--- src/hw/rtl/reorder_receiver_cumulative_ack_macros.svh ---
// ----------------------------------------------------------------------------
// Assertion macros for the reorder receiver
// Concurrent assertion wrappers used by rrca_back.
// ----------------------------------------------------------------------------
`ifndef REORDER_RECEIVER_CUMULATIVE_ACK_MACROS_SVH
`define REORDER_RECEIVER_CUMULATIVE_ACK_MACROS_SVH

// check prop on every clock edge outside reset
`define RRCA_ASSERT(lbl, clk, rst_n, prop, msg) \
  lbl: assert property (@(posedge clk) disable iff (!rst_n) prop) else $error(msg);

// check prop on every clock edge, reset included
`define RRCA_ASSERT_NR(lbl, clk, prop, msg) \
  lbl: assert property (@(posedge clk) prop) else $error(msg);

`endif

--- src/hw/rtl/rrca_pkg.sv ---
// ----------------------------------------------------------------------------
// rrca_pkg
// Shared types and constants of the reorder receiver.
// ----------------------------------------------------------------------------
`default_nettype none

package rrca_pkg;

  localparam int WINDOW_DEF   = 32;
  localparam int MAX_PAYLOAD  = 1024;
  localparam int SEQ_BITS     = 32;
  localparam int TAG_BITS     = 16;

  localparam int SEQ_FIELD_W  = 32;
  localparam int LEN_W        = 11;
  localparam int TAG_FIELD_W  = 16;
  localparam int IN_DATA_W    = 64;
  localparam int OUT_DATA_W   = 64;
  localparam int OUT_USER_W   = 3;
  localparam int QDEPTH       = 2;

  typedef enum logic [1:0] {
    KIND_DELIVER = 2'd0,
    KIND_RELEASE = 2'd1,
    KIND_ACK     = 2'd2
  } kind_t;

  typedef struct packed {
    logic [SEQ_BITS-1:0] seq;
    logic [LEN_W-1:0]    len;
    logic [TAG_BITS-1:0] tag;
    logic                oversize;
  } seg_item_t;

  typedef struct packed {
    kind_t               kind;
    logic [SEQ_BITS-1:0] seq;
    logic [LEN_W-1:0]    len;
    logic [TAG_BITS-1:0] tag;
    logic                closing;
    logic                last;
  } result_t;

endpackage

`default_nettype wire

--- src/hw/rtl/rrca_front.sv ---
// ----------------------------------------------------------------------------
// rrca_front
// Accepts segments, unpacks and screens them, and queues them for the
// back end in a short FIFO.
// ----------------------------------------------------------------------------
`default_nettype none

module rrca_front (
  input  wire logic                           clk,
  input  wire logic                           rst_n,
  input  wire logic                           in_tvalid,
  output logic                                in_tready,
  input  wire logic [rrca_pkg::IN_DATA_W-1:0] in_tdata,
  output rrca_pkg::seg_item_t                 q_item,
  output logic                                q_valid,
  input  wire logic                           q_pop
);
  import rrca_pkg::*;

  localparam int PTR_W = $clog2(QDEPTH);
  localparam int CNT_W = $clog2(QDEPTH + 1);

  seg_item_t            ent_r [QDEPTH];
  logic [PTR_W-1:0]     wr_ptr_r, wr_ptr_nxt;
  logic [PTR_W-1:0]     rd_ptr_r, rd_ptr_nxt;
  logic [CNT_W-1:0]     cnt_r, cnt_nxt;
  seg_item_t            new_item;
  logic                 push;

  always_comb begin
    new_item.seq      = in_tdata[SEQ_BITS-1:0];
    new_item.len      = in_tdata[SEQ_FIELD_W +: LEN_W];
    new_item.tag      = in_tdata[SEQ_FIELD_W + LEN_W +: TAG_BITS];
    new_item.oversize = (new_item.len > LEN_W'(MAX_PAYLOAD));
  end

  assign in_tready = (cnt_r != CNT_W'(QDEPTH));
  assign push      = in_tvalid && in_tready;
  assign q_valid   = (cnt_r != '0);
  assign q_item    = ent_r[rd_ptr_r];

  always_comb begin
    wr_ptr_nxt = wr_ptr_r;
    rd_ptr_nxt = rd_ptr_r;
    cnt_nxt    = cnt_r;
    if (push) begin
      wr_ptr_nxt = (wr_ptr_r == PTR_W'(QDEPTH - 1)) ? '0 : wr_ptr_r + 1'b1;
    end
    if (q_pop && q_valid) begin
      rd_ptr_nxt = (rd_ptr_r == PTR_W'(QDEPTH - 1)) ? '0 : rd_ptr_r + 1'b1;
    end
    case ({push, q_pop && q_valid})
      2'b10:   cnt_nxt = cnt_r + 1'b1;
      2'b01:   cnt_nxt = cnt_r - 1'b1;
      default: cnt_nxt = cnt_r;
    endcase
  end

  always_ff @(posedge clk) begin
    if (!rst_n) begin
      wr_ptr_r <= '0;
      rd_ptr_r <= '0;
      cnt_r    <= '0;
    end else begin
      wr_ptr_r <= wr_ptr_nxt;
      rd_ptr_r <= rd_ptr_nxt;
      cnt_r    <= cnt_nxt;
    end
  end

  always_ff @(posedge clk) begin
    if (push) begin
      ent_r[wr_ptr_r] <= new_item;
    end
  end

endmodule

`default_nettype wire

--- src/hw/rtl/rrca_back.sv ---
// ----------------------------------------------------------------------------
// rrca_back
// Keeps the expected sequence and the reorder slots, runs delivery,
// ack and release, and drives the result register.
// ----------------------------------------------------------------------------
`default_nettype none

`include "reorder_receiver_cumulative_ack_macros.svh"

module rrca_back #(
  parameter int WINDOW = rrca_pkg::WINDOW_DEF
) (
  input  wire logic                clk,
  input  wire logic                rst_n,
  input  rrca_pkg::seg_item_t      q_item,
  input  wire logic                q_valid,
  output logic                     q_pop,
  output logic                     out_valid,
  input  wire logic                out_ready,
  output rrca_pkg::result_t        out_res
);
  import rrca_pkg::*;

  localparam int IDX_W = $clog2(WINDOW);
  localparam int CNT_W = $clog2(WINDOW + 1);

  typedef enum logic [2:0] {
    ST_IDLE = 3'b001,
    ST_RUN  = 3'b010,
    ST_REL  = 3'b100
  } state_t;

  state_t              state_r, state_nxt;
  logic [SEQ_BITS-1:0] exp_r, exp_nxt;
  logic [IDX_W-1:0]    head_r, head_nxt;
  logic                closed_r, closed_nxt;
  logic [WINDOW-1:0]   vld_r, vld_nxt;
  logic [CNT_W-1:0]    cnt_r, cnt_nxt;
  logic                out_valid_r, out_valid_nxt;
  result_t             res_r, res_nxt;
  logic [SEQ_BITS-1:0] rel_seq_r, rel_seq_nxt;
  logic [TAG_BITS-1:0] rel_tag_r, rel_tag_nxt;

  logic [TAG_BITS-1:0] mem_tag [WINDOW];
  logic [LEN_W-1:0]    mem_len [WINDOW];
  logic [TAG_BITS-1:0] rd_tag_r;
  logic [LEN_W-1:0]    rd_len_r;

  logic                slot_free;
  logic [SEQ_BITS-1:0] seq_gap;
  logic                in_win;
  logic [IDX_W:0]      idx_sum;
  logic [IDX_W-1:0]    hold_idx;
  logic [IDX_W-1:0]    head_inc;
  logic                wr_en;
  logic                closed_c;

  assign slot_free = !out_valid_r || out_ready;
  assign seq_gap   = q_item.seq - exp_r;
  assign in_win    = (seq_gap < SEQ_BITS'(WINDOW));
  assign idx_sum   = (IDX_W + 1)'(head_r) + (IDX_W + 1)'(seq_gap[IDX_W-1:0]);
  assign hold_idx  = (idx_sum >= (IDX_W + 1)'(WINDOW)) ?
                     IDX_W'(idx_sum - (IDX_W + 1)'(WINDOW)) : IDX_W'(idx_sum);
  assign head_inc  = (head_r == IDX_W'(WINDOW - 1)) ? '0 : head_r + 1'b1;

  always_comb begin
    state_nxt     = state_r;
    exp_nxt       = exp_r;
    head_nxt      = head_r;
    closed_nxt    = closed_r;
    vld_nxt       = vld_r;
    cnt_nxt       = cnt_r;
    out_valid_nxt = out_valid_r && !out_ready;
    res_nxt       = res_r;
    rel_seq_nxt   = rel_seq_r;
    rel_tag_nxt   = rel_tag_r;
    q_pop         = 1'b0;
    wr_en         = 1'b0;
    closed_c      = closed_r;
    case (state_r)
      ST_IDLE: begin
        if (q_valid && slot_free) begin
          q_pop         = 1'b1;
          out_valid_nxt = 1'b1;
          if (closed_r || q_item.oversize) begin
            res_nxt = '{KIND_RELEASE, q_item.seq, '0, q_item.tag, closed_r, 1'b1};
          end else if (seq_gap == '0) begin
            closed_c         = closed_r || (q_item.len == '0);
            closed_nxt       = closed_c;
            res_nxt          = '{KIND_DELIVER, q_item.seq, q_item.len, q_item.tag,
                                 closed_c, 1'b0};
            vld_nxt[head_r]  = 1'b0;
            exp_nxt          = exp_r + 1'b1;
            head_nxt         = head_inc;
            cnt_nxt          = CNT_W'(1);
            state_nxt        = ST_RUN;
          end else begin
            res_nxt = '{KIND_ACK, exp_r, '0, '0, closed_r, 1'b0};
            if (in_win && !vld_r[hold_idx]) begin
              res_nxt.last      = 1'b1;
              wr_en             = 1'b1;
              vld_nxt[hold_idx] = 1'b1;
            end else begin
              rel_seq_nxt = q_item.seq;
              rel_tag_nxt = q_item.tag;
              state_nxt   = ST_REL;
            end
          end
        end
      end
      ST_RUN: begin
        if (slot_free) begin
          out_valid_nxt = 1'b1;
          if (vld_r[head_r] && (cnt_r < CNT_W'(WINDOW))) begin
            closed_c        = closed_r || (rd_len_r == '0);
            closed_nxt      = closed_c;
            res_nxt         = '{KIND_DELIVER, exp_r, rd_len_r, rd_tag_r, closed_c, 1'b0};
            vld_nxt[head_r] = 1'b0;
            exp_nxt         = exp_r + 1'b1;
            head_nxt        = head_inc;
            cnt_nxt         = cnt_r + 1'b1;
          end else begin
            res_nxt   = '{KIND_ACK, exp_r, '0, '0, closed_r, 1'b1};
            state_nxt = ST_IDLE;
          end
        end
      end
      ST_REL: begin
        if (slot_free) begin
          out_valid_nxt = 1'b1;
          res_nxt       = '{KIND_RELEASE, rel_seq_r, '0, rel_tag_r, closed_r, 1'b1};
          state_nxt     = ST_IDLE;
        end
      end
      default: begin
        state_nxt = ST_IDLE;
      end
    endcase
  end

  always_ff @(posedge clk) begin
    if (!rst_n) begin
      state_r     <= ST_IDLE;
      exp_r       <= '0;
      head_r      <= '0;
      closed_r    <= 1'b0;
      vld_r       <= '0;
      cnt_r       <= '0;
      out_valid_r <= 1'b0;
    end else begin
      state_r     <= state_nxt;
      exp_r       <= exp_nxt;
      head_r      <= head_nxt;
      closed_r    <= closed_nxt;
      vld_r       <= vld_nxt;
      cnt_r       <= cnt_nxt;
      out_valid_r <= out_valid_nxt;
    end
  end

  always_ff @(posedge clk) begin
    res_r     <= res_nxt;
    rel_seq_r <= rel_seq_nxt;
    rel_tag_r <= rel_tag_nxt;
  end

  always_ff @(posedge clk) begin
    if (wr_en) begin
      mem_tag[hold_idx] <= q_item.tag;
      mem_len[hold_idx] <= q_item.len;
    end
    rd_tag_r <= mem_tag[head_nxt];
    rd_len_r <= mem_len[head_nxt];
  end

  assign out_valid = out_valid_r;
  assign out_res   = res_r;

  `RRCA_ASSERT(a_hold_not_head, clk, rst_n, (wr_en |-> hold_idx != head_r), "hold targets head slot")
  `RRCA_ASSERT(a_closed_sticky, clk, rst_n, (closed_r |=> closed_r), "close flag cleared")
  `RRCA_ASSERT(a_deliver_not_last, clk, rst_n, (out_valid_r && res_r.kind == KIND_DELIVER |-> !res_r.last), "deliver marked last")
  `RRCA_ASSERT(a_run_bound, clk, rst_n, (cnt_r <= CNT_W'(WINDOW)), "delivery run too long")
  `RRCA_ASSERT_NR(a_reset_idle, clk, (!rst_n |=> !out_valid_r && state_r == ST_IDLE), "not idle after reset")

endmodule

`default_nettype wire

--- src/hw/rtl/reorder_receiver_cumulative_ack.sv ---
// ----------------------------------------------------------------------------
// reorder_receiver_cumulative_ack
// Sliding-window segment receiver with reorder slots and cumulative acks.
//
// Input channel in_*: one received segment per item (sequence, length, tag).
// Output channel out_*: deliver, release and ack items; tlast marks the
// final result of a segment. A segment queues in a two-entry FIFO, so the
// input keeps accepting while results wait on the output.
// First result: with the queue empty and the back end idle, an accepted
// segment is written into the queue, then popped into the result register.
// Throughput: the back end emits one result per cycle unless the output
// stalls; a segment yields 1 result if held or screened, 2 for an
// out-of-order drop, k+2 for an in-order segment releasing k held slots.
// The rate is set by the delivery walk, which reads one slot per cycle while the output does not stall.
// Reset: expected sequence zero, all slots empty, not closed, queue empty.
// Output stall: the result register holds; the back end waits, the queue
// fills, and then in_tready drops.
// ----------------------------------------------------------------------------
`default_nettype none

module reorder_receiver_cumulative_ack #(
  parameter int WINDOW = rrca_pkg::WINDOW_DEF
) (
  input  wire logic                            clk,
  input  wire logic                            rst_n,
  input  wire logic                            in_tvalid,
  output logic                                 in_tready,
  // seg_seq[31:0], payload_len[42:32], buf_tag[58:43], zero fill
  input  wire logic [rrca_pkg::IN_DATA_W-1:0]  in_tdata,
  output logic                                 out_tvalid,
  input  wire logic                            out_tready,
  // out_seq[31:0], out_len[42:32], out_tag[58:43], zero fill
  output logic [rrca_pkg::OUT_DATA_W-1:0]      out_tdata,
  // kind[1:0], closing[2]
  output logic [rrca_pkg::OUT_USER_W-1:0]      out_tuser,
  output logic                                 out_tlast
);
  import rrca_pkg::*;

  seg_item_t q_item;
  logic      q_valid;
  logic      q_pop;
  result_t   res;

  rrca_front u_front (
    .clk       (clk),
    .rst_n     (rst_n),
    .in_tvalid (in_tvalid),
    .in_tready (in_tready),
    .in_tdata  (in_tdata),
    .q_item    (q_item),
    .q_valid   (q_valid),
    .q_pop     (q_pop)
  );

  rrca_back #(
    .WINDOW (WINDOW)
  ) u_back (
    .clk       (clk),
    .rst_n     (rst_n),
    .q_item    (q_item),
    .q_valid   (q_valid),
    .q_pop     (q_pop),
    .out_valid (out_tvalid),
    .out_ready (out_tready),
    .out_res   (res)
  );

  assign out_tdata = {
    (OUT_DATA_W - SEQ_FIELD_W - LEN_W - TAG_FIELD_W)'(0),
    TAG_FIELD_W'(res.tag),
    res.len,
    SEQ_FIELD_W'(res.seq)
  };
  assign out_tuser = {res.closing, res.kind};
  assign out_tlast = res.last;

endmodule

`default_nettype wire
--- config.mk ---
export PLATFORM = sky130hd
export DESIGN_NAME = reorder_receiver_cumulative_ack
export DESIGN_NICKNAME = d
export VERILOG_FILES = /design/src/hw/rtl/rrca_pkg.sv /design/src/hw/rtl/rrca_front.sv /design/src/hw/rtl/rrca_back.sv /design/src/hw/rtl/reorder_receiver_cumulative_ack.sv
export VERILOG_INCLUDE_DIRS = /design/src /design/src/hw/rtl
export SDC_FILE = /design/constraint.sdc
export NUM_CORES = 1
export LEC_CHECK = 0
export BUFFER_PORTS_ARGS = -buffer_cell sky130_fd_sc_hd__buf_2
export CORE_UTILIZATION = 40
export CTS_CLUSTER_SIZE = 14
export DETAILED_ROUTE_END_ITERATION = 12
export SYNTH_ARGS = -nofsm -noshare
export SYNTH_HDL_FRONTEND = slang
export SYNTH_SLANG_ARGS = --single-unit
--- constraint.sdc ---
create_clock -name clk -period 17.33 [get_ports clk]
set_input_delay 3.466 -clock clk [delete_from_list [all_inputs] [get_ports clk]]
set_output_delay 3.466 -clock clk [all_outputs]
set_load 0.02 [all_outputs]
==> run summary <==
Actual slew at the worst max-slew pin - 1180 ps
Post-route setup TNS - 0 ps
Post-route ant nets - 0
Synth Flop Type - edfxtp_1
Worst Setup EP - u_back.mem_tag[29][5]$_DFFE_PP_
Std-Cell Rows - 129
Worst path top cell family by delay - simple AND/OR/NAND/NOR gates
CP startpoint kind - flop
Starting density of the core - 0.405
Commonest non-fill, non-tap cells in the layout - 1095 x edfxtp_1, 651 x nand2_1, 306 x a21oi_1
CP Cell Sequence - buf_4, mux2_2, ha_1, xnor2_1, ha_1, nor2b_1, o21a_1, nor2_1, xnor2_1, xor2_1, and3_1, a311oi_1, a211oi_1, nand4bb_1, nor4b_1, nand3_1, nor2_4, buf_4
Syn Std Cell Area - 0.0502 mm²
# DRC - 0
Worst vdd ir - 0.0843 mV
Ports - 138
Antenna violations before repair - 0
DIE AREA - 0.127 mm²
Synth area leaders - edfxtp_1 65%, nand2_1 4.9%, dfxtp_1 4.5%
Ant. Diodes - 0
Port bufs - 127
Post-DR wirelength/cell - 25.1 µm
Fin worst setup slack - 8770 ps
Post-DP HPWL - 80300 µm
First-pass GRT wire length - 205000 µm
Setup Viol. Count Final - 0
Hold_buf cts - 0
Yosys top cell area share - 0.654
Cell accounting for the most synthesized area - edfxtp_1
Crit path time final - 8560 ps
Slowest-stage cell, CP - nor4b_1
Post_cts resized - 0
Fillers - 11.0k
FFs w/ async S/R, synth - 0
Fin util - 0.456
Hold Fails Final Rpt - 0
CTS tree - built
Post-Place Worst Slack - 8480 ps
Flops & latches, synth - 1207
Max Cap Violations - 0
Slowest stage delay, CP - 1020 ps
H-tree depth - 3
Fmax - 117 MHz
Final Max Tran Viols - 0
Post-synthesis area per instance - 13.3 µm²
Tcrit/Tclk final - 0.494
Slew headroom - 0.200
Commonest non-fill, non-tap cell in the layout - edfxtp_1
CTS clock-pin slew for the worst setup and hold paths - 70 ps
Worst path buffer plus inverter count - 2
Post-CTS setup buffers - 0
Status - finished clean
Pwr/cell area - 136 mW/mm²
Hold WC Path Type - reg2reg
Final Skew - 61.2 ps
Nets@finish - 3979
RSZ-0062 raised after global routing - false
Cells after Synth - 3764
Drt first pass iters - 6
Static Leak - 0.0184 µW
Vias per cell - 5.77
Synth unique cells - 95
Detailed Route Iter0 Violations - 3530
Ratio of cells with drive above 1 in the final layout - 0.129
Pin count of the biggest net entering global routing - 127
R2R depth - 18
Chip width - 356 µm
Clock Latency Late Sink - 730 ps
Stages on worst setup path - 18
Critical path type - reg2reg
Gpl congestion - 0.890
Vias in the first global route - 31.1k
EDFF count, synth - 1095
Yosys warning total - 0
Seq/Total Area, Yosys - 0.699
Clock Root Buffer - clkbuf_16
Longest Clk Path Bufs - 3
Element type at the critical path end - flop
Max FO, Critical Path - 38
Total gr overflow - 0
RR Endpoint - u_back.mem_tag[29][5]$_DFFE_PP_
CORE AREA - 0.124 mm²
Hold_ws - 488 ps
CTS Sinks - 1207
R2r setup slk - 8770 ps
Worst path required time - 17650 ps
Overall die height - 356 µm
Total CTS buffers - 118
DR vias - 32.3k
WP data arrival - 8880 ps
GRT Util Overall - 0.218
Layout area overhead - 12.6%
WL final - 140000 µm
sequential cells by signal, indices dropped and copies added, names as in the netlist, 32 cells and up, named ones only:
register / count
u_back.mem_len: 352
u_back.vld_r: 32
u_back.out_res: 63
u_back.mem_tag: 512
u_back.exp_r: 32
u_back.rel_seq_r: 32
u_front.ent_r: 120
cell usage after synthesis (17+ instances only):
cell,instances
edfxtp_1,1095
a221oi_1,105
a21oi_1,307
mux2_2,47
xnor2_1,42
buf_1,24
nor3_1,24
inv_1,63
dfxtp_1,112
nand3_1,161
o211ai_1,32
nand4_1,51
and2_1,41
nand2_1,651
a22o_1,17
buf_4,18
a32oi_1,26
ha_1,49
nor2b_1,43
o21ai_0,87
a31oi_1,55
mux2i_1,100
mux4_2,17
buf_2,67
nor4_1,46
o21a_1,29
nor2_1,99
clkbuf_1,122
cell families after synthesis:
family                     synth area share
buffers and inverters                0.0252
adders and majority gates            0.0130
other                             0.0000746
muxes                                0.0381
DFF                                   0.699
and+or+nand+nor                       0.109
AOI/OAI and AO/OA                     0.106
xor gates and xnor gates            0.00907
layout make-up:
class / count / area, µm² / share of cell area
inverter: 63 / 236 / 0.00418
timing repair buffer: 204 / 1230 / 0.0217
clock buffer: 157 / 3210 / 0.0567
tap: 1637 / 2050 / 0.0362
sequential: 1207 / 35100 / 0.621
clock inverter: 65 / 524 / 0.00926
multi-input combinational: 2266 / 14200 / 0.251
where the power goes:
group | internal [µW] | switching (µW)
clock | 1380 | 1100
sequential | 3650 | 73.5
combinational | 394 | 1100
how the worst min path moves through the flow:
stage | startpoint | cells after the start | end | slack (ps)
after floorplan | u_back.cnt_r[1]$_SDFFE_PN0P_ | 2 | u_back.cnt_r[1]$_SDFFE_PN0P_ | 450
after global placement | u_back.cnt_r[1]$_SDFFE_PN0P_ | 2 | u_back.cnt_r[1]$_SDFFE_PN0P_ | 460
after detailed placement | u_back.exp_r[30]$_SDFFE_PN0P_ | 2 | u_back.exp_r[30]$_SDFFE_PN0P_ | 480
after CTS | u_back.exp_r[30]$_SDFFE_PN0P_ | 2 | u_back.exp_r[30]$_SDFFE_PN0P_ | 490
after global routing | u_back.exp_r[30]$_SDFFE_PN0P_ | 2 | u_back.exp_r[30]$_SDFFE_PN0P_ | 490
final | u_back.exp_r[30]$_SDFFE_PN0P_ | 2 | u_back.exp_r[30]$_SDFFE_PN0P_ | 490
metrics by stage:
stage	area [µm²]	std cells	total power [µW]
6_report	56600	5599	7690
5_1_grt	56600	5599	7960
4_1_cts	56600	5599	7720
3_5_place_dp	52900	5377	5270
3_3_place_gp	52900	5377	5240
2_1_floorplan	50300	3768	4700
routing by layer:
metal	track usage	share of wire	vias to the layer above
met5	0	0	-
met3	0.0391	0.076	215
met2	0.346	0.47	1305
met1	0.301	0.42	16278
met4	0.0748	0.033	0
li1	-	-	14495
worst reg2reg max path, stage by stage (launching register included):
cell       delay [ps]
dfxtp_4           600
buf_4             590
mux2_2            440
ha_1              360
xnor2_1           270
ha_1              340
nor2b_1           160
o21a_1            160
nor2_1            110
xnor2_1           190
xor2_1            540
and3_1            250
a311oi_1           50
a211oi_1          650
nand4bb_1         190
nor4b_1          1020
nand3_1           900
nor2_4            840
buf_4             520
(Power assumes the default switching activity.)
